--- config.mk ---
export PLATFORM = sky130hd
export DESIGN_NAME = maple_bus_frame_transmitter_core
export DESIGN_NICKNAME = d
export VERILOG_FILES = /design/src/rtl/core/mbft_pkg.sv /design/src/rtl/core/mbft_front.sv /design/src/rtl/core/mbft_queue.sv /design/src/rtl/core/mbft_back.sv /design/src/rtl/core/maple_bus_frame_transmitter_core.sv
export SDC_FILE = /design/constraint.sdc
export NUM_CORES = 1
export LEC_CHECK = 0
export ABC_CLOCK_PERIOD_IN_PS = 2600
export BUFFER_PORTS_ARGS = -buffer_cell sky130_fd_sc_hd__buf_2
export CAP_MARGIN = 20
export CORE_ASPECT_RATIO = 1.4
export CORE_UTILIZATION = 54
export CTS_CLUSTER_SIZE = 16
export DETAILED_ROUTE_END_ITERATION = 8
export PLACE_DENSITY_LB_ADDON = 0.05
export SYNTH_ARGS = -nofsm -noshare
export SYNTH_HDL_FRONTEND = slang
export SYNTH_HIERARCHICAL = 1
export SYNTH_SLANG_ARGS = --single-unit
export TNS_END_PERCENT = 5
--- constraint.sdc ---
create_clock -name i_clk -period 2.6 [get_ports i_clk]
set_clock_uncertainty 0.15 [all_clocks]
set_input_delay 0.26 -clock i_clk [delete_from_list [all_inputs] [get_ports i_clk]]
set_output_delay 0.26 -clock i_clk [all_outputs]
set_load 0.1 [all_outputs]
--- src/rtl/core/mbft_pkg.sv ---
// Shared types and constants for the two-line serial frame transmitter.
package mbft_pkg;

    localparam int unsigned QUEUE_DEPTH = 2;
    localparam int unsigned QUEUE_PTR_W = $clog2(QUEUE_DEPTH);
    localparam int unsigned QUEUE_CNT_W = $clog2(QUEUE_DEPTH + 1);

    localparam int unsigned STEP_W = 4;
    localparam logic [STEP_W-1:0] START_STEP_LAST = STEP_W'(10);
    localparam logic [STEP_W-1:0] BYTE_STEP_LAST  = STEP_W'(15);
    localparam logic [STEP_W-1:0] END_STEP_LAST   = STEP_W'(6);

    // One byte of work handed from the front to the back.
    typedef struct packed {
        logic       start;   // open the frame with the start pattern first
        logic [7:0] data;    // payload byte
        logic       last;    // close the frame after this byte
        logic [7:0] check;   // check byte to send when last is set
    } t_cmd;

    typedef enum logic [2:0] {
        PH_IDLE,
        PH_START,
        PH_BYTE,
        PH_CHECK,
        PH_END
    } t_phase;

    // Pin snapshot, packed as it goes onto the output bus.
    typedef struct packed {
        logic line_b;
        logic line_a;
        logic drive_enable;
    } t_snap;

endpackage

--- src/rtl/core/mbft_front.sv ---
// Front end: accepts frame bytes, tracks frame state and the running check byte.
module mbft_front (
    input  logic          i_clk,
    input  logic          i_rst_n,
    input  logic          i_tvalid,
    output logic          o_tready,
    input  logic [7:0]    i_tdata,
    input  logic          i_tlast,
    input  logic          i_q_full,
    output logic          o_push,
    output mbft_pkg::t_cmd o_cmd
);
    import mbft_pkg::*;

    logic       r_in_frame;
    logic [7:0] r_check;
    logic       n_in_frame;
    logic [7:0] n_check;
    logic [7:0] w_check;

    assign o_tready = !i_q_full;
    assign o_push   = i_tvalid && !i_q_full;

    // A closed frame restarts the check from zero.
    assign w_check = (r_in_frame ? r_check : 8'h00) ^ i_tdata;

    always_comb begin
        o_cmd.start = !r_in_frame;
        o_cmd.data  = i_tdata;
        o_cmd.last  = i_tlast;
        o_cmd.check = w_check;
        n_in_frame  = r_in_frame;
        n_check     = r_check;
        if (o_push) begin
            n_in_frame = !i_tlast;
            n_check    = i_tlast ? 8'h00 : w_check;
        end
    end

    always_ff @(posedge i_clk) begin
        if (!i_rst_n) begin
            r_in_frame <= 1'b0;
            r_check    <= 8'h00;
        end else begin
            r_in_frame <= n_in_frame;
            r_check    <= n_check;
        end
    end

endmodule

--- src/rtl/core/mbft_queue.sv ---
// Short command queue between the front end and the bit sequencer.
module mbft_queue (
    input  logic           i_clk,
    input  logic           i_rst_n,
    input  logic           i_push,
    input  mbft_pkg::t_cmd i_cmd,
    output logic           o_full,
    input  logic           i_pop,
    output logic           o_empty,
    output mbft_pkg::t_cmd o_cmd
);
    import mbft_pkg::*;

    t_cmd                   r_mem [QUEUE_DEPTH];
    logic [QUEUE_PTR_W-1:0] r_wr_ptr;
    logic [QUEUE_PTR_W-1:0] r_rd_ptr;
    logic [QUEUE_CNT_W-1:0] r_count;
    logic                   w_do_pop;

    assign o_full   = (r_count == QUEUE_CNT_W'(QUEUE_DEPTH));
    assign o_empty  = (r_count == '0);
    assign o_cmd    = r_mem[r_rd_ptr];
    assign w_do_pop = i_pop && !o_empty;

    always_ff @(posedge i_clk) begin
        if (i_push) begin
            r_mem[r_wr_ptr] <= i_cmd;
        end
    end

    always_ff @(posedge i_clk) begin
        if (!i_rst_n) begin
            r_wr_ptr <= '0;
            r_rd_ptr <= '0;
            r_count  <= '0;
        end else begin
            if (i_push) begin
                r_wr_ptr <= r_wr_ptr + QUEUE_PTR_W'(1);
            end
            if (w_do_pop) begin
                r_rd_ptr <= r_rd_ptr + QUEUE_PTR_W'(1);
            end
            case ({i_push, w_do_pop})
                2'b10:   r_count <= r_count + QUEUE_CNT_W'(1);
                2'b01:   r_count <= r_count - QUEUE_CNT_W'(1);
                default: r_count <= r_count;
            endcase
        end
    end

endmodule

--- src/rtl/core/mbft_back.sv ---
// Back end: steps through start, data, check and end snapshots into an output register.
module mbft_back (
    input  logic           i_clk,
    input  logic           i_rst_n,
    input  logic           i_q_empty,
    input  mbft_pkg::t_cmd i_cmd,
    output logic           o_pop,
    output logic           o_tvalid,
    input  logic           i_tready,
    output mbft_pkg::t_snap o_snap,
    output logic           o_tlast
);
    import mbft_pkg::*;

    t_phase            r_phase;
    t_phase            n_phase;
    logic [STEP_W-1:0] r_step;
    logic [STEP_W-1:0] n_step;
    logic              r_out_valid;
    t_snap             r_out_snap;
    logic              r_out_last;

    t_phase            w_phase;
    logic              w_advance;
    logic              w_emit;
    t_snap             w_snap;
    logic              w_item_end;
    logic [7:0]        w_byte;
    logic              w_bit;

    assign w_advance = !r_out_valid || i_tready;
    // From idle the head command starts at once, so bytes follow without a gap.
    assign w_phase   = (r_phase != PH_IDLE) ? r_phase
                     : (i_cmd.start ? PH_START : PH_BYTE);
    assign w_emit    = w_advance && !(r_phase == PH_IDLE && i_q_empty);
    assign w_byte    = (w_phase == PH_CHECK) ? i_cmd.check : i_cmd.data;
    assign w_bit     = w_byte[3'd7 - r_step[3:1]];

    always_comb begin
        w_snap     = '{line_b: 1'b1, line_a: 1'b1, drive_enable: 1'b1};
        w_item_end = 1'b0;
        n_phase    = r_phase;
        n_step     = r_step;
        case (w_phase)
            PH_START: begin
                if (r_step == '0 || r_step == START_STEP_LAST) begin
                    w_snap.line_a = 1'b1;
                    w_snap.line_b = 1'b1;
                end else begin
                    w_snap.line_a = 1'b0;
                    w_snap.line_b = r_step[0];
                end
                if (r_step == START_STEP_LAST) begin
                    n_phase = PH_BYTE;
                    n_step  = '0;
                end else begin
                    n_phase = PH_START;
                    n_step  = r_step + STEP_W'(1);
                end
            end
            PH_BYTE, PH_CHECK: begin
                // Lines swap clock and data roles on every bit.
                if (!r_step[1]) begin
                    w_snap.line_a = !r_step[0];
                    w_snap.line_b = w_bit;
                end else begin
                    w_snap.line_a = w_bit;
                    w_snap.line_b = !r_step[0];
                end
                if (r_step == BYTE_STEP_LAST) begin
                    n_step = '0;
                    if (w_phase == PH_BYTE && i_cmd.last) begin
                        n_phase = PH_CHECK;
                    end else if (w_phase == PH_BYTE) begin
                        n_phase    = PH_IDLE;
                        w_item_end = 1'b1;
                    end else begin
                        n_phase = PH_END;
                    end
                end else begin
                    n_phase = w_phase;
                    n_step  = r_step + STEP_W'(1);
                end
            end
            PH_END: begin
                if (r_step == END_STEP_LAST) begin
                    // Release the lines, reporting both lines as high.
                    w_snap.drive_enable = 1'b0;
                    w_snap.line_a       = 1'b1;
                    w_snap.line_b       = 1'b1;
                    n_phase             = PH_IDLE;
                    n_step              = '0;
                    w_item_end          = 1'b1;
                end else begin
                    w_snap.line_a = (r_step == '0) || r_step[0];
                    w_snap.line_b = (r_step == '0);
                    n_phase       = PH_END;
                    n_step        = r_step + STEP_W'(1);
                end
            end
            default: begin
                n_phase = PH_IDLE;
                n_step  = '0;
            end
        endcase
        if (!w_emit) begin
            n_phase    = r_phase;
            n_step     = r_step;
            w_item_end = 1'b0;
        end
    end

    assign o_pop    = w_item_end;
    assign o_tvalid = r_out_valid;
    assign o_snap   = r_out_snap;
    assign o_tlast  = r_out_last;

    always_ff @(posedge i_clk) begin
        if (!i_rst_n) begin
            r_phase     <= PH_IDLE;
            r_step      <= '0;
            r_out_valid <= 1'b0;
        end else begin
            r_phase <= n_phase;
            r_step  <= n_step;
            if (w_advance) begin
                r_out_valid <= w_emit;
            end
        end
    end

    always_ff @(posedge i_clk) begin
        if (w_emit) begin
            r_out_snap <= w_snap;
            r_out_last <= w_item_end;
        end
    end

endmodule

--- src/rtl/core/maple_bus_frame_transmitter_core.sv ---
// Top level of the two-line serial frame transmitter.
//
// Slave channel: one frame byte per transfer on i_s_tdata, i_s_tlast marking
// the final payload byte of a frame. Master channel: one pin snapshot per
// transfer (drive enable, line A, line B); an external pacer takes one
// snapshot per time unit. o_m_tlast marks the final snapshot of each byte.
// A mid-frame byte gives 16 snapshots; the first byte of a frame adds 11 for
// the start pattern; the closing byte adds 16 for the check byte and 7 for
// the end pattern and release, so up to 50 snapshots come from one byte.
// The bit sequencer emits one snapshot a cycle while the receiver accepts
// and the queue holds a byte. An accepted byte is written into the queue,
// and its first snapshot then passes through the output register.
// A two-entry queue lets the next bytes be taken while snapshots drain.
// When the receiver stalls, the output register holds its snapshot and the
// sequencer waits; the slave side stalls once the queue is full.
// Synchronous reset closes any open frame, clears the check byte, empties
// the queue and drops o_m_tvalid.
module maple_bus_frame_transmitter_core (
    input  logic       i_clk,
    input  logic       i_rst_n,
    input  logic       i_s_tvalid,
    output logic       o_s_tready,
    input  logic [7:0] i_s_tdata,   // [7:0] byte_value
    input  logic       i_s_tlast,   // last_byte
    output logic       o_m_tvalid,
    input  logic       i_m_tready,
    output logic [7:0] o_m_tdata,   // [0] drive_enable, [1] line_a, [2] line_b, rest zero
    output logic       o_m_tlast    // last_step
);
    import mbft_pkg::*;

    logic  w_push;
    logic  w_pop;
    logic  w_full;
    logic  w_empty;
    t_cmd  w_in_cmd;
    t_cmd  w_head_cmd;
    t_snap w_snap;

    mbft_front u_front (
        .i_clk    (i_clk),
        .i_rst_n  (i_rst_n),
        .i_tvalid (i_s_tvalid),
        .o_tready (o_s_tready),
        .i_tdata  (i_s_tdata),
        .i_tlast  (i_s_tlast),
        .i_q_full (w_full),
        .o_push   (w_push),
        .o_cmd    (w_in_cmd)
    );

    mbft_queue u_queue (
        .i_clk   (i_clk),
        .i_rst_n (i_rst_n),
        .i_push  (w_push),
        .i_cmd   (w_in_cmd),
        .o_full  (w_full),
        .i_pop   (w_pop),
        .o_empty (w_empty),
        .o_cmd   (w_head_cmd)
    );

    mbft_back u_back (
        .i_clk     (i_clk),
        .i_rst_n   (i_rst_n),
        .i_q_empty (w_empty),
        .i_cmd     (w_head_cmd),
        .o_pop     (w_pop),
        .o_tvalid  (o_m_tvalid),
        .i_tready  (i_m_tready),
        .o_snap    (w_snap),
        .o_tlast   (o_m_tlast)
    );

    assign o_m_tdata = {5'b00000, w_snap};

endmodule

# Word-level counts from Yosys, hierarchy flattened
# Memory sizes are Yosys's and may differ from the RTL's. A register that Yosys moved wholly into a read port is not among the register bits.
# Index checks and enable logic that the tools add are counted.
# word_totals
regBits	25
ram_bits	36
input_bits	13
out_inout_bits	11
elab_cells	85
n_memories	1
# memory_table
memory	depth	width	read_ports	rd_ports_with_merged_regs	write_ports	line	text
u_queue.r_mem	2	18	1	1	1	mbft_queue.sv:14	t_cmd r_mem [QUEUE_DEPTH];
# op_classes
addsub	6
magnitude_cmp	1
n_eq_ne	10
n_mux	33
bitwise	1
reduce_logical	21
# ops
op	n
two-way mux 8 bit	3
two-way mux 3 bit	5
two-way mux 4 bit	3
case mux 4 bit (3 select lines)	1
two-way mux 1 bit	11
two-way mux 2 bit	5
case mux 3 bit (3 select lines)	1
== test 4 bit, second input constant	2
bitwise XOR 8 bit	1
logical NOT 1 bit	7
== test 3 x 2 -> 1 bit, second input constant	2
case mux 2 bit (3 select lines)	1
logical AND 1 bit	5
adder 4 x 1 -> 4 bit, second input constant	1
== test 2 bit, second input constant	2
== test 4 x 3 -> 1 bit, second input constant	1
logical NOT 4 bit	1
less-than comparator 3 x 4 -> 1 bit, second input constant	1
case mux 2 bit (2 select lines)	1
binary-select mux 1 bit (select 3 bit)	1
== test 3 x 1 -> 1 bit, second input constant	1
== test 3 bit, second input constant	1
logical NOT 3 bit	1
logical OR 1 bit	3
other kinds (10)	11

# Longest topological paths before layout
# depth
ltp_word	11
mapped_depth	11
mapped_depth_nobuf	10

# By module
# Netlist, hierarchy kept.
# by_module_without_submodules
mod	instances	cells_per_inst	area_per_inst_um2	seq_area_each_um2
mbft_queue	1	79	1517.7	1181.1
mbft_back	1	116	973.4	280.3
mbft_front	1	53	526.8	180.2
maple_bus_frame_transmitter_core	1	6	41.3	0.0

# Worst setup path after synthesis
# Ideal clock, no wire load.
# synth_timing
path_type	reg-to-reg
from	register u_back.r_out_valid (netlist: u_back/o_tvalid)
to	register u_queue.r_count[1]
arrival_time_ns	2.465
required_ns	2.380
path_slack_ns	-0.085
path_stages_with_launch	9
path_buffers	1
synth_period_minus_slack_ns	2.685
cell_sequence	dfxtp_1 -> nor2b_1 -> or2_2 -> buf_2 -> a21oi_1 -> o21a_1 -> ha_1 -> or3_1 -> a21boi_1
# synth_between
elab_chain_cells	7
word_cells_on_any_way	9
# synth_rtl
item	line	text
start: declaration	mbft_back.sv:19	logic r_out_valid;
start signal: assignment	mbft_back.sv:127	r_out_valid <= w_emit;
logical NOT 1 bit *	mbft_back.sv:31	assign w_advance = !r_out_valid || i_tready;
logical OR 1 bit *	mbft_back.sv:31	
logical AND 1 bit *	mbft_back.sv:35	assign w_emit = w_advance && !(r_phase == PH_IDLE && i_q_empty);
two-way mux 1 bit *	mbft_back.sv:106	if (!w_emit) begin
net w_pop	maple_bus_frame_transmitter_core.sv:33	logic w_pop;
logical AND 1 bit *	mbft_queue.sv:23	assign w_do_pop = i_pop && !o_empty;
net u_queue.w_do_pop	mbft_queue.sv:18	logic w_do_pop;
== test 2 x 1 -> 1 bit or == test 2 bit (tied branches)	mbft_queue.sv:43	case ({i_push, w_do_pop})
case mux 2 bit (2 select lines) or nonzero test 2 bit (tied branches)	-	
end signal: assignment	mbft_queue.sv:44	2'b10: r_count <= r_count + QUEUE_CNT_W'(1);
end signal: assignment	mbft_queue.sv:45	2'b01: r_count <= r_count - QUEUE_CNT_W'(1);
end signal: assignment	mbft_queue.sv:46	default: r_count <= r_count;
end: declaration	mbft_queue.sv:17	logic [QUEUE_CNT_W-1:0] r_count;
# The timed path passes the listed nets; every way through them passes the cells marked *.
# A chain may end at the register's enable or synchronous reset.

# Worst setup path after layout
# layout_timing
from	register u_back.r_step[0]
to	register u_queue.r_count[1]
# layout_between
elab_chain_cells	7
word_cells_on_any_way	11
# layout_rtl
item	line	text
start: declaration	mbft_back.sv:17	logic [STEP_W-1:0] r_step;
start signal: assignment	mbft_back.sv:125	r_step <= n_step;
== test 4 x 3 -> 1 bit or == test 4 bit (tied branches)	mbft_back.sv:86, mbft_back.sv:70	
two-way mux 1 bit, on equally long branches	mbft_back.sv:86, mbft_back.sv:70	
case mux 1 bit (2 select lines) *	mbft_back.sv:44	case (w_phase)
two-way mux 1 bit *	mbft_back.sv:106	
net w_pop	maple_bus_frame_transmitter_core.sv:33	
logical AND 1 bit *	mbft_queue.sv:23	
net u_queue.w_do_pop	mbft_queue.sv:18	
== test 2 x 1 -> 1 bit or == test 2 bit (tied branches)	mbft_queue.sv:43	
case mux 2 bit (2 select lines) or nonzero test 2 bit (tied branches)	-	
# Marks and branches as above.

==> results.md <==
Status:
- The flow ran to the end, and the final reports show no timing, DRC or antenna violations.

Worst setup path:
- Traced cell by cell, the critical path runs through buf_4 > inv_1 > ha_1 > nand3_1 > a21oi_2 > o21a_1 > ha_1 > or3_1 > a21boi_1.
- The most repeated library cell on the critical path is sky130_fd_sc_hd__ha_1.
- In this design, the stage delay of the slowest critical-path cell is ~0.37 ns.
- Data on the critical path is required at its endpoint by ~2.7 ns.
- The reg-to-reg setup timing slack is ~0.18 ns.
- The data arrival time of the critical path is between 2 and 3 ns.
- For this design, the slowest cell found on the critical path is sky130_fd_sc_hd__or3_1.
- The dominant delay contributor by cell family on the critical path is simple AND/OR/NAND/NOR gates.
- Counting both buffers and inverters, the worst setup path holds a total of 2.
- The critical path capture point type is a register.
- The critical path start-end classification is register to register.
- The depth of the most critical reg-to-reg path is 9.
- The critical path startpoint category is a register.
- The worst flop-to-flop path endpoint is u_queue/r_count[1].
- Along the worst path, the maximum fanout reaches 8.
- The startpoint identified for the worst register-to-register timing path is u_back/r_step[0].

Routing:
- The violation count after the first detailed-routing iteration is approximately 120.
- The sum of routed wire length over all layers is roughly 5.7 mm.
- The detail route stage leaves a number of antenna-violating nets equal to 0.
- Using the TritonRoute via totals, the vias-per-cell ratio works out to about 5.5.
- For this run, the detailed router's first-pass iteration total came to 4.
- For this block, the via count after detailed routing is just under 2000.
- The number of remaining DRC errors is 0.
- After detailed routing, the average wire length per cell comes to about 16 um.

Power and ir drop:
- Of the total power, registers draw around 45%.
- The switching power as a share of total power is 31.02%.
- The worst-case vdd ir drop is about 0.46 mV.
- In this run the static leakage power is approximately 1.3 nW.
- The post-layout total power is about 2.6 mW.
- Of the total power, combinational logic draws about a quarter.
- In this run, the clock network consumes a little under a third of the power.
- Summed over all nets, the switching power comes to between 0.8 and 0.9 mW.
- The internal portion of the total power is approximately 1.8 mW.
- The power per cell area is ~760 nW/um^2.

Timing:
- Subtracting the final worst setup slack from the clock period gives 2.421 ns.
- The part of the cycle the worst path needs is a little over 90%.
- Final hold analysis gives a worst-case slack of about 0.025 ns.
- The total count of max-transition violations in the final report is 0.
- The total count of hold-check failures in the final report was 0.
- The actual transition at the worst max-transition pin is 0.7302 ns.
- The highest clock rate is just over 400 MHz.
- In this run the tightest slew margin relative to its limit is about half.
- The final-layout setup total negative slack is 0 ns.
- The count of endpoints failing setup in the final report is 0.
- Setup repair after global routing left no endpoint under its margin.

Clock tree:
- The library cell used as clock root buffer is sky130_fd_sc_hd__clkbuf_8.
- The clock reaches the later pin of the worst-skew pair after around 0.33 ns.
- The count of clock tree sinks is 62.
- The number of buffers created by CTS is 9.
- TritonCTS built the clock tree.
- In this run the post-CTS setup repair buffer count came out at 0.
- The clock passes through at most 2 buffers.
- After clock tree synthesis, the clock-pin slew on the worst setup and hold paths is 0.06 ns.
- The maximum level of the CTS H-tree is 3.

Layout:
- The share of cells above drive strength 1 is roughly 28%.
- In the final design database the tool counted 301 nets.
- At the end of the flow the core is filled with cells to a little under two thirds.
- 0 antenna diodes ended up in the layout.
- The area growth from synthesis to layout is 13.62%.

Worst hold path:
- The startpoint identified for the worst hold timing path is i_s_tdata[7].
- The number of cells on the worst hold path is 1.
- The worst hold path belongs to the class input pin to register.
- The worst-case hold path end point is u_queue/r_mem[1][16].

Global routing:
- The first global-routing pass estimated about 9.3 mm of wire.
- Entering global routing, the biggest net connects 20 pins.
- Summed over all layers, the global routing overflow is 0.
- The total global-route track usage is a little over a fifth.
- The initial antenna violation count is 0.
- The number of global-route vias before repair was roughly 2000.

Synthesis:
- A synthesized cell averages between 10 and 15 um^2.
- The instance count of the mapped netlist is 254.
- Sorting the synthesized cells by area gives the leading types as sky130_fd_sc_hd__edfxtp_1 39%, sky130_fd_sc_hd__dfxtp_1 14%, sky130_fd_sc_hd__mux2_2 6.6%.
- The count of unique library cells instantiated by Yosys is 52.
- The primary flip-flop cell chosen by synthesis mapping is sky130_fd_sc_hd__edfxtp_1.
- Counting flops with an async set or reset pin after synthesis yields a share of 0%.
- The synthesized design contains between 60 and 70 register bits.
- By count the netlist is led by 40 x sky130_fd_sc_hd__edfxtp_1, 22 x sky130_fd_sc_hd__dfxtp_1, 18 x sky130_fd_sc_hd__mux2_2.
- The area of the mapped netlist is around 3000 um^2.
- The most area-hungry cell type in the Yosys netlist is sky130_fd_sc_hd__edfxtp_1.
- Sequential cells were found to cover a little over half of the synthesized design area.
- The leading cell type by number of instances after synthesis is sky130_fd_sc_hd__edfxtp_1.
- In this run, synthesis inferred 40 flip-flops with an integrated enable.
- During synthesis, Yosys emitted a total of 6 warnings.
- The area share of the largest cell type after synthesis is about two fifths.

Floorplanning:
- In this run the vertical extent of the chip is 91.06 um.
- The top-level I/O count is 24.
- The initial core utilization is 55.77%.
- The floorplan step defined a die boundary enclosing 5974 um^2.
- The die is 65.61 um wide.
- In this run the standard cell core region covers roughly 5500 um^2.
- After floorplanning, the core was divided into 32 placement rows.

Job:
- The reported max-cap violation count is 0.

Placement:
- The estimated wirelength of the detail-placed design is 3.911 mm.
- The count of buffers inserted at the top-level ports is 18.
- At the end of routability-driven placement, the weighted congestion stood at about 0.88.
==> per-stage QoR <==
| stage | setup slack [ns] | instance area (um^2) | std cells |
|---|---|---|---|
| 4_1_cts | 0.1361 | 3447 | 355 |
| 3_5_place_dp | 0.1568 | 3194 | 333 |
| 6_report | 0.1793 | 3476 | 357 |
| 5_1_grt | 0.03392 | 3476 | 357 |
| 2_1_floorplan | 0.09254 | 3075 | 258 |
| 3_3_place_gp | 0.2175 | 3194 | 333 |
==> area by class of cell <==
class / count / area [um^2]
Clock inverter: 4 / 47.55
Clock buffer: 12 / 145.1
Sequential cell: 62 / 1643
Multi-Input combinational cell: 160 / 1227
Fill cell: 471 / 2009
Tap cell: 68 / 85.08
Inverter: 8 / 30.03
Timing Repair Buffer: 43 / 297.8
==> flip-flops by register name, indices dropped and copies added (netlist names), named ones only <==
name	flops
u_queue/r_count	2
u_back/r_phase	3
u_back/o_tvalid	1
u_front/r_check	8
u_queue/r_rd_ptr	1
u_queue/r_wr_ptr	1
u_back/o_tlast	1
u_front/r_in_frame	1
u_queue/r_mem	36
u_back/o_snap	3
u_back/r_step	4
==> logic make-up (layout without fill, tap and decap cells) <==
| kind of cell | after synthesis | count (layout) | synth area share [%] |
|---|---|---|---|
| AO/OA/AOI/OAI | 48 | 48 | 11.70 |
| XOR/XNOR | 11 | 11 | 4.131 |
| adder cells (fa/ha/maj) | 4 | 4 | 1.636 |
| buffers and inverters | 36 | 67 | 6.993 |
| flip-flops | 62 | 62 | 53.66 |
| multiplexers | 25 | 25 | 9.734 |
| other | 1 | 5 | 0.1226 |
| AND/OR/NAND/NOR | 67 | 67 | 12.03 |
==> what timing repair did <==
| action | in CTS | in global routing |
|---|---|---|
| endpoints found under the hold margin | 11 | 4 |
| gates resized for setup | 0 | 2 |
| hold buffers | 6 | 2 |
| endpoints found under the setup margin | 0 | 1 |
==> layout by cell type (no fill, tap or decap), drive strengths merged, types with 2 or more instances in the layout <==
cell type,synthesis,final
nand3,8,8
xnor2,11,11
buf,23,35
clkinv,0,2
a2111oi,2,2
conb,1,5
mux2,18,18
mux4,2,2
o31ai,2,2
o21a,2,2
nor2b,12,12
a21oi,8,8
nor3,2,2
and2,4,4
nor3b,4,4
edfxtp,40,40
dlygate4sd3,0,8
dfxtp,22,22
nand2,17,17
a21boi,3,3
clkbuf,5,12
a211oi,4,4
ha,4,4
inv,8,8
o21ai,8,8
mux2i,5,5
nand2b,3,3
a32o,8,8
nor2,10,10
==> power by group through the flow <==
stage	Combinational, mW	Sequential [mW]	Clock, mW
after floorplan	0.368	1.34	0
after global placement	0.607	1.22	0
after detailed placement	0.618	1.22	0
after CTS	0.626	1.20	0.835
after global routing	0.672	1.21	0.882
final	0.625	1.20	0.819
==> layer usage <==
metal	wire [um]	global-route usage, %	part of all wire, %	vias up
li1	-	-	-	970
met1	2338	23.34	41	943
met2	3033	36.34	53	37
met3	147	6.784	2.6	11
met4	173	11.78	3.0	0
met5	0	0	0	-
==> worst max-delay path by stage <==
stage               cells past startpoint  slack [ns]                 end         startpoint
finish                                  9        0.18  u_queue/r_count[1]   u_back/r_step[0]
global placement                        7        0.22  u_queue/r_count[1]  u_back/r_phase[2]
CTS                                     7        0.14  u_queue/r_count[1]  u_back/r_phase[2]
floorplan                              10        0.09  u_queue/r_count[1]           register
global route                            9        0.03  u_queue/r_count[1]   u_back/r_step[0]
detailed placement                      7        0.16  u_queue/r_count[1]  u_back/r_phase[2]
Power figures use the tool's default switching activity.
